--- config.mk ---
export PLATFORM = sky130hd
export DESIGN_NAME = aes_ecb_ram
export DESIGN_NICKNAME = d
export VERILOG_FILES = /design/src/rtl/aes_ecb_ram.sv
export SDC_FILE = /design/constraint.sdc
export NUM_CORES = 2
export LEC_CHECK = 0
export CAP_MARGIN = 20
export CORE_UTILIZATION = 50
export CTS_BUF_LIST = sky130_fd_sc_hd__clkbuf_8
export DETAILED_ROUTE_END_ITERATION = 16
export DONT_BUFFER_PORTS = 1
export PLACE_DENSITY = 0.68
export SLEW_MARGIN = 25
export SYNTH_ARGS = -nofsm -noshare
export SYNTH_HDL_FRONTEND = slang
export SYNTH_SLANG_ARGS = --single-unit
--- constraint.sdc ---
create_clock -name clk -period 13.5 [get_ports clk]
set_clock_uncertainty 0.1 [all_clocks]
set_input_delay 2.7 -clock clk [delete_from_list [all_inputs] [get_ports clk]]
set_output_delay 2.7 -clock clk [all_outputs]
set_load 0.02 [all_outputs]
--- src/rtl/aes_ecb_ram.sv ---
module aes_ecb_ram #(
  parameter int unsigned WIDTH = 128,
  parameter int unsigned DEPTH = 15
) (
  input  logic                     clk,
  input  logic                     we,
  input  logic [$clog2(DEPTH)-1:0] waddr,
  input  logic [WIDTH-1:0]         wdata,
  input  logic [$clog2(DEPTH)-1:0] raddr,
  output logic [WIDTH-1:0]         rdata
);

  logic [WIDTH-1:0] mem_r [DEPTH];

  always_ff @(posedge clk) begin
    if (we) mem_r[waddr] <= wdata;
    rdata <= mem_r[raddr];
  end

endmodule

Yosys cells after proc, flatten, opt, wreduce, memory -nomap -nowiden
Memory sizes are Yosys's and may differ from the RTL's. A register that Yosys moved wholly into a read port is not among the register bits.
Index checks and enable logic that the tools add are counted.

storage, ports and cells
  word-level logic and storage cells = 3
  output and inout port bits = 128
  register bits after elaboration = 0
  input port bits = 138
  memories = 1
  memory bits (writable) = 1920

memories
  name   words  width  rd ports  clocked after Yosys merged registers in  wr ports  RTL line  text
  mem_r  15     128    1         1                                        1         13        logic [WIDTH-1:0] mem_r [DEPTH];

cells by class
  mux-type cells = 2

operators with widths
  cell    count
  $mux 1  2

Depth between registers and ports, before layout
  depth in word-level cells = 2
  mapped depth = 8
  gate-level depth less buffers = 4

Worst setup path after synthesis
Ideal clock, no wire load.

  kind = input -> register
  from = in waddr[2]
  to = mem mem_r[0][0], enable pin
  data arrival time = 11853 ps
  buffers on the path = 0
  library setup time = 774 ps
  stages = 2
  required time = 12626 ps
  setup slack = 773 ps
  path through = or3b_2 -> nor3_1

RTL lines
  item                RTL line  text
  start: declaration  7         input logic [$clog2(DEPTH)-1:0] waddr,
  end: declaration    13

No word-level cell before the write port.

Final worst setup path
  from = in waddr[2]
  to = mem mem_r[8][25], enable pin

No word-level cell before the write port.

==> results.sh <==
export IMPL_startpoint_type="input port"
export IMPL_synthDistinctLibCells=31
export IMPL_antenna_found_initial=1
export IMPL_cts_tree="done"
export IMPL_clk_latency_ns=1.02
export IMPL_synthCells=3682
export IMPL_start_util_pct=50.5
export IMPL_pin_count=266
export IMPL_path_cells="nand3b_1 -> nor3_2 -> buf_4 -> buf_4 -> buf_4"
export IMPL_vdd_drop_max_uv=109
export IMPL_post_route_period_util_pct=37.9
export IMPL_place_congestion=0.718
export IMPL_ctsRootBufferMaster="clkbuf_8"
export IMPL_hp_class="flop to flop"
export IMPL_post_cts_resized=0
export IMPL_crit_slowest_cell="buf_4"
export IMPL_synth_area_sq_um=75700
export IMPL_postCtsHoldBufs=0
export IMPL_ant_nets=0
export IMPL_grt_usage_pct=22.4
export IMPL_die_height_um=391
export IMPL_grt_pass1_wl_mm=248
export IMPL_route_detailed_drc=0
export IMPL_firstDrtPassIters=6
export IMPL_syn2layout_area_growth_pct=11.0
export IMPL_setup_viol=0
export IMPL_crit_path_end_kind="flop"
export IMPL_grt_max_degree=599
export IMPL_max_slew_worst_pin_slew_ns=1.14
export IMPL_tns_ns=0
export IMPL_crit_top_cell="buf_4"
export IMPL_vias_per_cell=5.89
export IMPL_drv_slew=0
export IMPL_die_area_sq_um=153000
export IMPL_slew_headroom_pct=24.1
export IMPL_numPortBuffers=0
export IMPL_vias=36100
export IMPL_avgSynthCellArea_sq_um=20.5
export IMPL_clock_sinks=2048
export IMPL_drt_initial_drc_count=3057
export IMPL_wl_per_cell_um=27.8
export IMPL_yosys_warnings=0
export IMPL_core_sq_um=150000
export IMPL_seq_area_frac_synth_pct=79.6
export IMPL_hold_violations=0
export IMPL_stdcell_area_sq_um=84000
export IMPL_register_area_sq_um=60200
export IMPL_clock_path_buffers=4
export IMPL_p_per_area_nw_per_um2=151
export IMPL_wirelength_mm=171
export IMPL_ys_seq_elements=2048
export IMPL_grt_pass1_vias=37700
export IMPL_status="complete, no violations"
export IMPL_cts_htree_levels=5
export IMPL_multi_input_area_sq_um=14400
export IMPL_critPathArrivalTime_ns=5.60
export IMPL_nFillCells=11200
export IMPL_grt_remaining_overflow=0
export IMPL_crit_required_ns=13.98
export IMPL_layout_drive_gt1_share_pct=18.4
export IMPL_postCtsSetupBuffers=0
export IMPL_dp_hpwl_mm=77.8
export IMPL_path_clk_slew_ns=0.06
export IMPL_drv_cap=0
export IMPL_power_leakage_nw=27.7
export IMPL_min_period_ns=5.12
export IMPL_syn_num_nets=3820
export IMPL_row_count=142
export IMPL_clock_fmax_mhz=195
export IMPL_cts_buffers=339
export IMPL_critPathMaxFanout=48
export IMPL_nets=4000
export IMPL_criticalPathCategory="input port to flop"
export IMPL_rsz0062_at_grt="false"
export IMPL_crit_path_max_incr_delay_ns=0.86
export IMPL_die_x_um=391
export IMPL_placed_cell_area_sq_um=77600
## cell type report
class	instances	area share [%]
tap	2016	3.00
antenna	1	0.00298
inverter	3	0.0223
multi-input combinational	1424	17.1
clock inverter	223	1.20
timing repair buffer	46	0.746
clock buffer	379	6.21
sequential	2048	71.7
## cells by family after synthesis
| logic type | Yosys count | synth area share (%) |
|---|---|---|
| DFF | 2048 | 79.6 |
| AOI/OAI and AO/OA | 500 | 4.15 |
| and+or+nand+nor | 296 | 1.92 |
| muxes | 628 | 12.7 |
| buffers and inverters | 210 | 1.60 |
## layout by cell type, fill, tap and decap left out, types with 5 or more instances in the layout
master,n
inv_1,151
o21ai_1,103
clkinv_1,34
a21oi_1,12
o211ai_1,12
o21ai_0,13
clkinvlp_4,5
buf_4,27
nand2_1,130
mux2i_1,360
dfxtp_1,128
a31oi_1,116
nor2_4,13
clkbuf_8,379
o22ai_1,116
edfxtp_1,1920
buf_12,11
a22oi_1,128
nor2_1,15
nand2b_1,120
buf_16,7
mux4_2,268
clkinv_2,27
## power breakdown
part	switching (mW)	internal, mW	total (mW)	leakage, nW
Clock	2.34	2.63	4.97	3.75
Sequential	0.124	7.11	7.24	18.4
Combinational	0.245	0.193	0.439	5.53
Total	2.71	9.94	12.6	27.7
## cells in the mapped netlist, drive strengths merged
| master | number | area, sq um |
|---|---|---|
| edfxtp | 1920 | 57700 |
| mux2i | 360 | 3600 |
| mux4 | 268 | 6040 |
| buf | 138 | 940 |
| nand2 | 130 | 488 |
| a22oi | 128 | 961 |
| dfxtp | 128 | 2560 |
| nand2b | 122 | 763 |
| a31oi | 116 | 726 |
| o21ai | 116 | 581 |
| o22ai | 116 | 726 |
| clkbuf | 69 | 259 |
| nor2 | 32 | 123 |
| a21oi | 12 | 60.1 |
| o211ai | 12 | 90.1 |
| nor3 | 4 | 20.0 |
| inv | 2 | 7.50 |
| nand3b | 2 | 15.0 |
| or2 | 2 | 12.5 |
| and2b | 1 | 7.51 |
| clkinv | 1 | 3.75 |
| nand3 | 1 | 5.00 |
| nor2b | 1 | 6.26 |
| or3b | 1 | 8.76 |
## metrics by stage
stage	cells	util, %	worst slack (ns)	power [mW]	hold WS, ns
after floorplan	3682	-	0.773	7.71	0.420
final	6140	56.0	8.38	12.6	0.443
after CTS	6132	55.9	8.20	12.7	0.446
after global routing	6140	56.0	8.27	13.1	0.477
after global placement	5529	51.7	7.21	7.75	0.433
after detailed placement	5530	51.7	7.14	7.76	0.444
## worst max-delay path, delay by kind of cell
family	cells	cell delay [ns]
buf+inv	3	2.22
simple gates	2	0.58
## sequential cells by signal, summed over array words and instances (netlist names)
name   count
rdata    128
mem_r   1920
## final timing paths
kind | cells past startpoint | to | from | slack, ns
worst max-delay path | 5 | mem_r[8][25] | waddr[2] | 8.38
worst min-delay path | 2 | rdata[23] | mem_r[14][23] | 0.44
worst max register to register | 3 | rdata[53] | mem_r[5][53] | 11.75
worst min register to register | 2 | rdata[23] | mem_r[14][23] | 0.44
## routing by layer
layer | routed length, um | vias up | GRT usage [%]
met5 | 0 | - | 0
met4 | 3470 | 0 | 6.62
met3 | 15300 | 277 | 6.35
met2 | 80800 | 1405 | 35.0
met1 | 71200 | 19000 | 30.8
li1 | - | 15500 | -
No activity file was read; power rests on OpenSTA's default activity.
